<file path="config.mk">
export PLATFORM = sky130hd
export DESIGN_NAME = weighted_group_scheduler_core
export DESIGN_NICKNAME = d
export VERILOG_FILES = /design/src/hdl/wgs_pkg.sv /design/src/hdl/wgs_cell.sv /design/src/hdl/weighted_group_scheduler_core.sv
export SDC_FILE = /design/constraint.sdc
export NUM_CORES = 2
export LEC_CHECK = 0
export ABC_CLOCK_PERIOD_IN_PS = 5000
export BUFFER_PORTS_ARGS = -buffer_cell sky130_fd_sc_hd__buf_2
export CAP_MARGIN = 30
export CORE_MARGIN = 4
export CORE_UTILIZATION = 64
export CTS_CLUSTER_SIZE = 8
export DETAILED_ROUTE_END_ITERATION = 12
export PLACE_DENSITY = 0.8
export SETUP_SLACK_MARGIN = 0.2
export SLEW_MARGIN = 20
export SYNTH_ARGS = -nofsm -noshare
export SYNTH_HDL_FRONTEND = slang
export SYNTH_HIERARCHICAL = 1
export SYNTH_SLANG_ARGS = --single-unit
</file>
<file path="constraint.sdc">
create_clock -name clk -period 5 [get_ports clk]
set_input_delay 0.25 -clock clk [delete_from_list [all_inputs] [get_ports clk]]
set_output_delay 0.25 -clock clk [all_outputs]
set_load 0.005 [all_outputs]
</file>
<file path="src/hdl/wgs_pkg.sv">
// ----------------------------------------------------------------------------
// wgs_pkg
// Types and constants shared by the weighted group scheduler files.
// ----------------------------------------------------------------------------
package wgs_pkg;

	localparam int DEF_MAX_GROUPS = 16;
	localparam int CODE_W         = 8;
	localparam int WGT_W          = 8;
	localparam int OUT_TOTAL_W    = 12;

	typedef enum logic [2:0] {
		ST_SELECTED = 3'd0,
		ST_EMPTY    = 3'd1,
		ST_UPDATED  = 3'd2,
		ST_ADDED    = 3'd3,
		ST_REMOVED  = 3'd4,
		ST_MISS     = 3'd5,
		ST_FULL     = 3'd6
	} status_t;

	// Control part of the scan token that walks down the cell chain.
	typedef struct packed {
		logic vld;   // token present at this cell
		logic func;  // 0 set, 1 next
		logic hit;   // code found (set) or entry chosen (next) upstream
	} tok_ctl_t;

endpackage

</file>
<file path="src/hdl/wgs_cell.sv">
// ----------------------------------------------------------------------------
// wgs_cell
// One table entry of the scheduler plus one stage of the scan token.
// ----------------------------------------------------------------------------
module wgs_cell #(
	parameter int MAX_GROUPS = wgs_pkg::DEF_MAX_GROUPS,
	parameter int IDX        = 0,
	parameter int TW         = 13,
	localparam int CW        = $clog2(MAX_GROUPS + 1)
) (
	input  logic                         clk,
	input  logic                         arst_n,
	input  logic [CW-1:0]                cnt,
	input  wgs_pkg::tok_ctl_t            ctl_in,
	input  logic [wgs_pkg::CODE_W-1:0]   code_in,
	input  logic [wgs_pkg::WGT_W-1:0]    wgt_in,
	input  logic [wgs_pkg::WGT_W-1:0]    old_in,
	input  logic [TW-1:0]                sum_in,
	input  logic [TW-1:0]                ctr_in,
	output wgs_pkg::tok_ctl_t            ctl_out,
	output logic [wgs_pkg::CODE_W-1:0]   code_out,
	output logic [wgs_pkg::WGT_W-1:0]    wgt_out,
	output logic [wgs_pkg::WGT_W-1:0]    old_out,
	output logic [TW-1:0]                sum_out,
	output logic [TW-1:0]                ctr_out,
	input  logic [wgs_pkg::CODE_W-1:0]   nb_code,
	input  logic [wgs_pkg::WGT_W-1:0]    nb_wgt,
	output logic [wgs_pkg::CODE_W-1:0]   st_code,
	output logic [wgs_pkg::WGT_W-1:0]    st_wgt
);

	localparam logic [CW-1:0] IDX_C = CW'(IDX);

	logic [wgs_pkg::CODE_W-1:0] code_q;
	logic [wgs_pkg::WGT_W-1:0]  wgt_q;
	wgs_pkg::tok_ctl_t          ctl_q;
	logic [wgs_pkg::CODE_W-1:0] tcode_q;
	logic [wgs_pkg::WGT_W-1:0]  twgt_q;
	logic [wgs_pkg::WGT_W-1:0]  told_q;
	logic [TW-1:0]              tsum_q;
	logic [TW-1:0]              tctr_q;

	wgs_pkg::tok_ctl_t          nxt_ctl;
	logic [wgs_pkg::CODE_W-1:0] nxt_code;
	logic [wgs_pkg::WGT_W-1:0]  nxt_old;
	logic [TW-1:0]              nxt_sum;
	logic [TW-1:0]              sum_here;
	logic                       live;
	logic                       match;
	logic                       ld_nb;
	logic                       ld_add;
	logic                       ld_upd;

	assign live     = (IDX_C < cnt);
	assign match    = live && !ctl_in.func && (code_q == code_in);
	assign sum_here = sum_in + TW'(wgt_q);

	always_comb begin
		nxt_ctl  = ctl_in;
		nxt_code = code_in;
		nxt_old  = old_in;
		nxt_sum  = sum_in;
		ld_nb    = 1'b0;
		ld_add   = 1'b0;
		ld_upd   = 1'b0;
		if (ctl_in.vld) begin
			if (!ctl_in.func) begin
				if (match) begin
					nxt_ctl.hit = 1'b1;
					nxt_old     = wgt_q;
				end
				if (wgt_in == '0) begin
					// Removal: this entry and every later live one pull from the right.
					ld_nb = live && (ctl_in.hit || match);
				end else begin
					ld_upd = match;
					ld_add = (IDX_C == cnt) && !ctl_in.hit;
				end
			end else if (live && !ctl_in.hit) begin
				nxt_sum = sum_here;
				if (ctr_in < sum_here) begin
					nxt_ctl.hit = 1'b1;
					nxt_code    = code_q;
				end
			end
		end
	end

	always_ff @(posedge clk) begin
		if (ld_nb) begin
			code_q <= nb_code;
			wgt_q  <= nb_wgt;
		end else if (ld_add) begin
			code_q <= code_in;
			wgt_q  <= wgt_in;
		end else if (ld_upd) begin
			wgt_q  <= wgt_in;
		end
	end

	always_ff @(posedge clk or negedge arst_n) begin
		if (!arst_n) begin
			ctl_q <= '0;
		end else begin
			ctl_q <= nxt_ctl;
		end
	end

	always_ff @(posedge clk) begin
		tcode_q <= nxt_code;
		twgt_q  <= wgt_in;
		told_q  <= nxt_old;
		tsum_q  <= nxt_sum;
		tctr_q  <= ctr_in;
	end

	assign ctl_out  = ctl_q;
	assign code_out = tcode_q;
	assign wgt_out  = twgt_q;
	assign old_out  = told_q;
	assign sum_out  = tsum_q;
	assign ctr_out  = tctr_q;
	assign st_code  = code_q;
	assign st_wgt   = wgt_q;

endmodule

</file>
<file path="src/hdl/weighted_group_scheduler_core.sv">
// ----------------------------------------------------------------------------
// weighted_group_scheduler_core
// Weighted round-robin choice among group codes, built as a chain of cells.
// ----------------------------------------------------------------------------
//
//  channel  | handshake             | payload
//  ---------+-----------------------+-------------------------------------
//  input    | start, busy           | func, group_code, weight
//  result   | done (one-cycle)      | status, chosen_code, weight_total
//
// Every item passes through the token register and then each cell in turn,
// ending in its done cycle. busy is high from the accepting edge to the edge
// that raises done, so the next item is taken at the edge that ends the done
// cycle at the earliest: a new item is not taken while one is in the chain.
// The result channel has no back-pressure.
// Reset clears the count, total, counter, busy, done and token valids, not the table.
//
// The table lives in the cells: cell i holds entry i. A set item finds,
// updates, appends or removes (by pulling each later entry one place left)
// as the token passes. A next item advances the counter at acceptance and
// the token accumulates the prefix sum, picking the first entry whose
// running sum exceeds the counter.
// ----------------------------------------------------------------------------
module weighted_group_scheduler_core #(
	parameter int MAX_GROUPS = wgs_pkg::DEF_MAX_GROUPS
) (
	input  logic                              clk,
	input  logic                              arst_n,
	input  logic                              start,
	output logic                              busy,
	input  logic                              func,
	input  logic [wgs_pkg::CODE_W-1:0]        group_code,
	input  logic [wgs_pkg::WGT_W-1:0]         weight,
	output logic                              done,
	output logic [2:0]                        status,
	output logic [wgs_pkg::CODE_W-1:0]        chosen_code,
	output logic [wgs_pkg::OUT_TOTAL_W-1:0]   weight_total
);

	// Entry count width, and an internal sum width wide enough for the exact
	// total and never narrower than the reported field.
	localparam int CW   = $clog2(MAX_GROUPS + 1);
	localparam int SUMW = wgs_pkg::WGT_W + $clog2(MAX_GROUPS + 1);
	localparam int TW   = (SUMW > wgs_pkg::OUT_TOTAL_W) ? SUMW : wgs_pkg::OUT_TOTAL_W;
	localparam logic [CW-1:0] MAX_C = CW'(MAX_GROUPS);

	// Architectural state.
	logic [CW-1:0]  count_q;
	logic [TW-1:0]  total_q;
	logic [TW-1:0]  ctr_q;
	logic           busy_q;

	// Result register.
	logic                       done_q;
	wgs_pkg::status_t           status_q;
	logic [wgs_pkg::CODE_W-1:0] chosen_q;
	logic [TW-1:0]              wtot_q;

	// Token chain: index 0 is the injection register, index MAX_GROUPS the tail.
	wgs_pkg::tok_ctl_t          ctl_w  [MAX_GROUPS+1];
	logic [wgs_pkg::CODE_W-1:0] code_w [MAX_GROUPS+1];
	logic [wgs_pkg::WGT_W-1:0]  wgt_w  [MAX_GROUPS+1];
	logic [wgs_pkg::WGT_W-1:0]  old_w  [MAX_GROUPS+1];
	logic [TW-1:0]              sum_w  [MAX_GROUPS+1];
	logic [TW-1:0]              ctr_w  [MAX_GROUPS+1];

	// Stored entries, exposed so each cell can pull from its right neighbor.
	logic [wgs_pkg::CODE_W-1:0] st_code [MAX_GROUPS+1];
	logic [wgs_pkg::WGT_W-1:0]  st_wgt  [MAX_GROUPS+1];

	wgs_pkg::tok_ctl_t          inj_ctl_q;
	logic [wgs_pkg::CODE_W-1:0] inj_code_q;
	logic [wgs_pkg::WGT_W-1:0]  inj_wgt_q;
	logic [TW-1:0]              inj_ctr_q;

	logic           accept;
	logic           table_empty;
	logic [TW-1:0]  ctr_inc;
	logic [TW-1:0]  ctr_adv;

	wgs_pkg::status_t res_status;
	logic [wgs_pkg::CODE_W-1:0] res_chosen;
	logic [TW-1:0]  res_total;
	logic [CW-1:0]  res_count;

	assign accept      = start && !busy_q;
	assign table_empty = (count_q == '0) || (total_q == '0);
	assign ctr_inc     = ctr_q + TW'(1);
	assign ctr_adv     = (ctr_inc >= total_q) ? '0 : ctr_inc;

	// Token injection: for next items the counter already advanced (non-empty
	// table) and the code zeroed, so the chosen code can ride in the same field.
	always_ff @(posedge clk or negedge arst_n) begin
		if (!arst_n) begin
			inj_ctl_q <= '0;
		end else begin
			inj_ctl_q.vld  <= accept;
			inj_ctl_q.func <= func;
			inj_ctl_q.hit  <= 1'b0;
		end
	end

	always_ff @(posedge clk) begin
		if (accept) begin
			inj_code_q <= func ? '0 : group_code;
			inj_wgt_q  <= weight;
			inj_ctr_q  <= (func && !table_empty) ? ctr_adv : ctr_q;
		end
	end

	assign ctl_w[0]  = inj_ctl_q;
	assign code_w[0] = inj_code_q;
	assign wgt_w[0]  = inj_wgt_q;
	assign old_w[0]  = '0;
	assign sum_w[0]  = '0;
	assign ctr_w[0]  = inj_ctr_q;

	// Beyond the last cell there is nothing to pull; a removal leaves the
	// last place outside the new count, so its contents do not matter.
	assign st_code[MAX_GROUPS] = '0;
	assign st_wgt[MAX_GROUPS]  = '0;

	for (genvar i = 0; i < MAX_GROUPS; i++) begin : g_cell
		wgs_cell #(
			.MAX_GROUPS (MAX_GROUPS),
			.IDX        (i),
			.TW         (TW)
		) u_cell (
			.clk      (clk),
			.arst_n   (arst_n),
			.cnt      (count_q),
			.ctl_in   (ctl_w[i]),
			.code_in  (code_w[i]),
			.wgt_in   (wgt_w[i]),
			.old_in   (old_w[i]),
			.sum_in   (sum_w[i]),
			.ctr_in   (ctr_w[i]),
			.ctl_out  (ctl_w[i+1]),
			.code_out (code_w[i+1]),
			.wgt_out  (wgt_w[i+1]),
			.old_out  (old_w[i+1]),
			.sum_out  (sum_w[i+1]),
			.ctr_out  (ctr_w[i+1]),
			.nb_code  (st_code[i+1]),
			.nb_wgt   (st_wgt[i+1]),
			.st_code  (st_code[i]),
			.st_wgt   (st_wgt[i])
		);
	end

	// Result formation from the token at the tail of the chain. The table
	// count and total are stable for the whole scan, so the outcome follows
	// from the token's hit flag and the old weight it picked up.
	always_comb begin
		res_status = wgs_pkg::ST_EMPTY;
		res_chosen = '0;
		res_total  = total_q;
		res_count  = count_q;
		if (ctl_w[MAX_GROUPS].func) begin
			if (!table_empty && ctl_w[MAX_GROUPS].hit) begin
				res_status = wgs_pkg::ST_SELECTED;
				res_chosen = code_w[MAX_GROUPS];
			end
		end else if (wgt_w[MAX_GROUPS] == '0) begin
			if (ctl_w[MAX_GROUPS].hit) begin
				res_status = wgs_pkg::ST_REMOVED;
				res_total  = total_q - TW'(old_w[MAX_GROUPS]);
				res_count  = count_q - CW'(1);
			end else begin
				res_status = wgs_pkg::ST_MISS;
			end
		end else if (ctl_w[MAX_GROUPS].hit) begin
			res_status = wgs_pkg::ST_UPDATED;
			res_total  = total_q - TW'(old_w[MAX_GROUPS]) + TW'(wgt_w[MAX_GROUPS]);
		end else if (count_q >= MAX_C) begin
			res_status = wgs_pkg::ST_FULL;
		end else begin
			res_status = wgs_pkg::ST_ADDED;
			res_total  = total_q + TW'(wgt_w[MAX_GROUPS]);
			res_count  = count_q + CW'(1);
		end
	end

	always_ff @(posedge clk or negedge arst_n) begin
		if (!arst_n) begin
			count_q <= '0;
			total_q <= '0;
			ctr_q   <= '0;
			busy_q  <= 1'b0;
			done_q  <= 1'b0;
		end else begin
			done_q <= ctl_w[MAX_GROUPS].vld;
			if (accept) begin
				busy_q <= 1'b1;
				if (func && !table_empty) begin
					ctr_q <= ctr_adv;
				end
			end else if (ctl_w[MAX_GROUPS].vld) begin
				busy_q  <= 1'b0;
				count_q <= res_count;
				total_q <= res_total;
			end
		end
	end

	always_ff @(posedge clk) begin
		if (ctl_w[MAX_GROUPS].vld) begin
			status_q <= res_status;
			chosen_q <= res_chosen;
			wtot_q   <= res_total;
		end
	end

	assign busy         = busy_q;
	assign done         = done_q;
	assign status       = status_q;
	assign chosen_code  = chosen_q;
	assign weight_total = wtot_q[wgs_pkg::OUT_TOTAL_W-1:0];

endmodule

</file>
After elaboration in Yosys (flattened, before gate mapping):

Index checks and enable logic that the tools add are counted.

* bits in registers: 1165
* input port bits: 20
* output and inout port bits: 25

* $add $sub $neg: 21
* order comparisons: 34
* eq/ne operators: 34
* mux-type cells: 471
* bitwise gates (word level): 4
* reductions and logical operators: 187

Operators with widths (number)
* $mux W8: 186
* $mux W13: 49
* $mux W1: 228
* $add A13 B8 Y13: 17
* $lt A13 B13 Y1: 15
* $logic_not A8 Y1: 17
* $eq A8 B8 Y1: 16
* $logic_and A1 B1 Y1: 81
* $reduce_bool A3 Y1: 15
* $eq A4 B5 Y1 const A: 8
* $lt A4 B5 Y1 const A: 8
* $reduce_bool A2 Y1: 17
* $logic_not A1 Y1: 33
* $eq A3 B5 Y1 const A: 4
* $lt A3 B5 Y1 const A: 4
* $mux W5: 4
* $logic_or A1 B1 Y1: 16
* $add A13 B1 Y13 const B: 1
* $ge A13 B13 Y1: 1
* $logic_not A13 Y1: 1
* $lt A13 B8 Y1: 1
* $sub A13 B8 Y13: 1
* $mux W3: 4
* $eq A2 B5 Y1 const A: 2
* 14 further kinds: 22

Longest topological paths before layout:

* depth in word-level cells: 9
* depth in mapped cells: 17
* depth with buffers taken out: 17

Hierarchy:

Netlist, hierarchy kept.

By module, submodules not included
* weighted_group_scheduler_core: instances 1, cells an instance 612, area an instance 5908.2 um^2, seq. area each 2437.3 um^2
* wgs_cell (g_cell[12].u_cell): instances 1, cells an instance 246, area an instance 3025.4 um^2, seq. area each 1556.5 um^2
* wgs_cell (g_cell[15].u_cell): instances 1, cells an instance 249, area an instance 3001.6 um^2, seq. area each 1556.5 um^2
* wgs_cell (g_cell[6].u_cell): instances 1, cells an instance 247, area an instance 2997.9 um^2, seq. area each 1556.5 um^2
* wgs_cell (g_cell[13].u_cell): instances 1, cells an instance 247, area an instance 2995.4 um^2, seq. area each 1556.5 um^2
* wgs_cell (g_cell[0].u_cell): instances 1, cells an instance 252, area an instance 2974.1 um^2, seq. area each 1556.5 um^2
* wgs_cell (g_cell[11].u_cell): instances 1, cells an instance 247, area an instance 2974.1 um^2, seq. area each 1556.5 um^2
* wgs_cell (g_cell[4].u_cell): instances 1, cells an instance 246, area an instance 2966.6 um^2, seq. area each 1556.5 um^2
* wgs_cell (g_cell[7].u_cell): instances 1, cells an instance 249, area an instance 2949.1 um^2, seq. area each 1556.5 um^2
* wgs_cell (g_cell[10].u_cell): instances 1, cells an instance 237, area an instance 2946.6 um^2, seq. area each 1556.5 um^2
* wgs_cell (g_cell[3].u_cell): instances 1, cells an instance 248, area an instance 2946.6 um^2, seq. area each 1556.5 um^2
* wgs_cell (g_cell[5].u_cell): instances 1, cells an instance 240, area an instance 2945.3 um^2, seq. area each 1556.5 um^2
* wgs_cell (g_cell[2].u_cell): instances 1, cells an instance 247, area an instance 2941.6 um^2, seq. area each 1556.5 um^2
* wgs_cell (g_cell[9].u_cell): instances 1, cells an instance 243, area an instance 2941.6 um^2, seq. area each 1556.5 um^2
* +3 rows

Worst setup path after synthesis:

Ideal clock, no wire load.

* kind: register to register
* start: register g_cell[11].u_cell.wgt_q (netlist bit g_cell[11].u_cell/st_wgt[0])
* end: register g_cell[11].u_cell.tcode_q (netlist bit g_cell[11].u_cell/code_out[0])
* setup time: 0.121 ns
* arrival time: 3.538 ns
* required time: 4.879 ns
* path slack: 1.341 ns
* stages on the path, launching flop included: 13
* path buffers: 0
* period minus slack after synthesis: 3.659 ns
* cells stage by stage: edfxtp_1 ha_1 fa_1 a211oi_1 nor3_1 o31a_1 o211ai_1 xor2_1 ha_1 a211oi_1 o21ai_2 a2111oi_4 mux2_2

* cells in the longest elaborated chain, start to end: 6

Ends and longest elaborated chain
* start: declaration: line wgs_cell.sv:35 `logic [wgs_pkg::WGT_W-1:0] wgt_q;`
* start signal: assignment: line wgs_cell.sv:92 `wgt_q <= nb_wgt;`
* start signal: assignment: line wgs_cell.sv:95 `wgt_q <= wgt_in;`
* start signal: assignment: line wgs_cell.sv:97 `wgt_q <= wgt_in;`
* $add A13 B8 Y13: line wgs_cell.sv:56 `assign sum_here = sum_in + TW'(wgt_q);`
* $lt A13 B13 Y1: line wgs_cell.sv:81 `if (ctr_in < sum_here) begin`
* $mux W8: line wgs_cell.sv:81
* $mux W8: line wgs_cell.sv:79 `end else if (live && !ctl_in.hit) begin`
* $mux W8: line wgs_cell.sv:67 `if (!ctl_in.func) begin`
* $mux W8: line wgs_cell.sv:66 `if (ctl_in.vld) begin`
* net g_cell[11].u_cell.nxt_code (one bit): line wgs_cell.sv:44 `logic [wgs_pkg::CODE_W-1:0] nxt_code;`
* end signal: assignment: line wgs_cell.sv:110 `tcode_q <= nxt_code;`
* end: declaration: line wgs_cell.sv:37 `logic [wgs_pkg::CODE_W-1:0] tcode_q;`

The timed path passes the listed nets, and every way through them passes these cells.
A chain may end at the register's enable or synchronous reset.

Worst setup path in the final report:

* start: register g_cell[4].u_cell.wgt_q (netlist bit g_cell[4].u_cell/st_wgt[0])
* end: register g_cell[4].u_cell.tcode_q (netlist bit g_cell[4].u_cell/code_out[5])

* cells in the longest elaborated chain, start to end: 6

Ends and longest elaborated chain (line)
* start: declaration: wgs_cell.sv:35
* start signal: assignment: wgs_cell.sv:92
* start signal: assignment: wgs_cell.sv:95
* start signal: assignment: wgs_cell.sv:97
* $add A13 B8 Y13: wgs_cell.sv:56
* $lt A13 B13 Y1: wgs_cell.sv:81
* $mux W8: wgs_cell.sv:81
* $mux W8: wgs_cell.sv:79
* $mux W8: wgs_cell.sv:67
* $mux W8: wgs_cell.sv:66
* net g_cell[4].u_cell.nxt_code (one bit): wgs_cell.sv:44
* end signal: assignment: wgs_cell.sv:110
* end: declaration: wgs_cell.sv:37

The timed path passes the listed nets, and every way through them passes these cells.

==> run metrics <==
pin count of the biggest net entering global routing 49; Ports 45; count of final max-slew check failures 0; overall fraction of global-route tracks in use 29.1%; count of antenna-violating nets left after detailed routing 0; TritonCTS clock tree done; Inst Count DP 5577; series of cell instances along the critical path ha_1 -> fa_1 -> a21o_1 -> a21oi_1 -> o31ai_1 -> nand3_1 -> xor2_1 -> ha_1 -> a211oi_1 -> o21bai_1 -> a2111oi_4 -> mux2_2; RSZ-0062 raised after global routing false; CP endpoint kind flop; final worst hold slack 0.0460 ns; global route overflow 0; data arrival time at the worst-slack endpoint 4.89 ns; initial core utilization 64.9%; crit path launch type flop; worst-skew pair later-pin latency 0.75 ns; time the final worst path needs with I/O delays and setup 4.25 ns; Worst Path Required 5.63 ns; Leakage 24.4 nW; Slew headroom 32.6%; number of port buffers 44; internal reg-to-reg setup slack 0.75 ns; number of synthesis warnings 6; deepest clock path buffer count 3; total clock buffers created by CTS 163; number of global-route vias before repair 36500; Critical path buffers and inverters 0; kind of critical path reg -> reg; max-cap check violation count 0; Layout Cells excl Fill 5877; highest achievable clock rate 235 MHz; Finish-stage setup viols 0; power density over cell area 458 nW/µm²; maximum net fanout on the critical path 9; NumNets Final 5103; ratio of cells with drive above 1 in the final layout 15.6%; final worst clock skew 0.0465 ns; core area 81100 µm²; Total Wirelength 127 mm; initial antenna violation count 1; largest vdd supply drop 0.449 mV; number of standard cells after synthesis 4487; crit path max-delay cell type sky130_fd_sc_hd__o31ai_1; average instance area after synthesis 11.7 µm²; Worst path max stage delay 0.85 ns; average detailed-routed wire length per instance 21.6 µm; Pre-Repair DR Iteration Count 5; post-cts sizing count 0; relative area change from synthesis to final layout 12.2%; most frequent cell on the critical path sky130_fd_sc_hd__ha_1; count of routing violations after the opening detailed-route iteration 2635; Largest delay share family, worst path compound AO/OA/AOI/OAI gates; CTS H-tree lvls 4; number of sinks on the clock net 1165; Worst-path clk slew 0.06 ns; remaining design rule violation count 0; setup_tns 0 ns; detailed-route via count 35800; global placer's final weighted congestion 0.891; Die W 295 µm; DPL Wire Length 91.0 mm; routed vias/inst 6.10; overall die height 295 µm; Min-Delay Path Class in -> async; Final period util 85.1%; final count of hold timing violations 0; root cell of the clock tree sky130_fd_sc_hd__clkbuf_16; number of fillers in the final layout 5156; status completed; global-route wire length before repair 200 mm; slew at the pin with the worst max-slew slack 1.00 ns; number of cell rows 104; area of the mapped netlist 52600 µm²; total die area 86900 µm²
timing repair:
action                                 CTS  global route
hold buffers                            19             0
setup buffers                            0             0
endpoints found under the hold margin   53             0
path summary, 6_finish.rpt:
kind | from | endpoint | depth (start not counted)
hold reg to reg | g_cell[10].u_cell/ctr_out[8] | g_cell[11].u_cell/ctr_out[8] | 0
hold / removal | arst_n | ctl_w[50] | 2
max in group asynchronous | arst_n | count_q[4] | 3
setup / recovery | g_cell[4].u_cell/st_wgt[0] | g_cell[4].u_cell/code_out[5] | 12
min in group clk | weight[6] | inj_wgt_q[6] | 2
setup reg to reg | g_cell[4].u_cell/st_wgt[0] | g_cell[4].u_cell/code_out[5] | 12
registers in the layout, summed over array words and instances (netlist names), 12 cells and up:
| signal | flops |
|---|---|
| g_cell.u_cell/old_out | 128 |
| ctr_q | 13 |
| total_q | 13 |
| g_cell.u_cell/st_wgt | 128 |
| g_cell.u_cell/ctr_out | 195 |
| inj_ctr_q | 13 |
| wtot_q | 12 |
| g_cell.u_cell/code_out | 128 |
| g_cell.u_cell/ctl_out | 48 |
| g_cell.u_cell/st_code | 128 |
| g_cell.u_cell/wgt_out | 128 |
| g_cell.u_cell/sum_out | 195 |
final cells by class:
type	count	area, µm²	share of cell area (%)
flip-flops and latches	1165	26800	45.4
repair buffers	87	586	0.992
inverters	91	342	0.579
clock buffers	265	4460	7.56
clock inverters	15	390	0.661
multi-input cells	3193	25100	42.5
well taps	1060	1330	2.25
diodes	1	2.50	0.00424
report_power, final:
part | internal [W] | switching (W)
clock | 0.00614 | 0.00420
sequential | 0.0106 | 0.000890
combinational | 0.00230 | 0.00292
total | 0.0190 | 0.00801
per-stage QoR:
step | util [%] | worst slack [ns] | total power, W | cell area (µm²)
detailed placement | 66.6 | 0.939 | 0.0166 | 54000
global route | 72.8 | 0.518 | 0.0283 | 59000
CTS | 72.8 | 0.798 | 0.0270 | 59000
finish | 72.8 | 0.746 | 0.0270 | 59000
global placement | 66.6 | 1.02 | 0.0165 | 54000
floorplan | - | 1.34 | 0.0152 | 52900
placed cells by master, fill, tap and decap left out, types with 19 or more instances in the layout:
master and count:
sky130_fd_sc_hd__inv_1 89, sky130_fd_sc_hd__dlygate4sd3_1 19, sky130_fd_sc_hd__o21a_1 35, sky130_fd_sc_hd__nand3_1 96
sky130_fd_sc_hd__conb_1 61, sky130_fd_sc_hd__o21ai_0 243, sky130_fd_sc_hd__xnor2_1 233, sky130_fd_sc_hd__buf_2 46
sky130_fd_sc_hd__edfxtp_1 308, sky130_fd_sc_hd__nand4_1 70, sky130_fd_sc_hd__a211oi_1 43, sky130_fd_sc_hd__nor4_1 40
sky130_fd_sc_hd__nor3_1 54, sky130_fd_sc_hd__fa_1 20, sky130_fd_sc_hd__dfrtp_1 82, sky130_fd_sc_hd__a31oi_1 20
sky130_fd_sc_hd__mux2_4 21, sky130_fd_sc_hd__and3_1 28, sky130_fd_sc_hd__o211ai_1 36, sky130_fd_sc_hd__nand2b_1 32
sky130_fd_sc_hd__a21oi_1 190, sky130_fd_sc_hd__clkbuf_1 102, sky130_fd_sc_hd__nand2_1 355, sky130_fd_sc_hd__clkbuf_16 163
sky130_fd_sc_hd__nor2_1 126, sky130_fd_sc_hd__a21o_1 199, sky130_fd_sc_hd__buf_4 22, sky130_fd_sc_hd__and2_1 20
sky130_fd_sc_hd__dfxtp_1 774, sky130_fd_sc_hd__mux2_2 360, sky130_fd_sc_hd__xor2_1 178, sky130_fd_sc_hd__nor2b_1 35
sky130_fd_sc_hd__ha_1 362
per-layer routing:
metal,vias to the layer above,wire (µm),track usage (%)
met5,-,0,0
met1,17400,51700,35.4
met3,369,7150,5.27
li1,16800,-,-
met2,1263,62400,50.4
met4,0,5820,13.6
worst register-to-register path: cells and delay by family, from the launching register on:
kind	cells	cell delay, ns
AND/OR/NAND/NOR	1	0.26
multiplexers	1	0.42
AO/OA/AOI/OAI	6	2.09
flip-flops	1	0.39
adder cells (fa/ha/maj)	3	0.75
XOR/XNOR	1	0.21
Note: power is estimated with default switching activity, not from simulation.
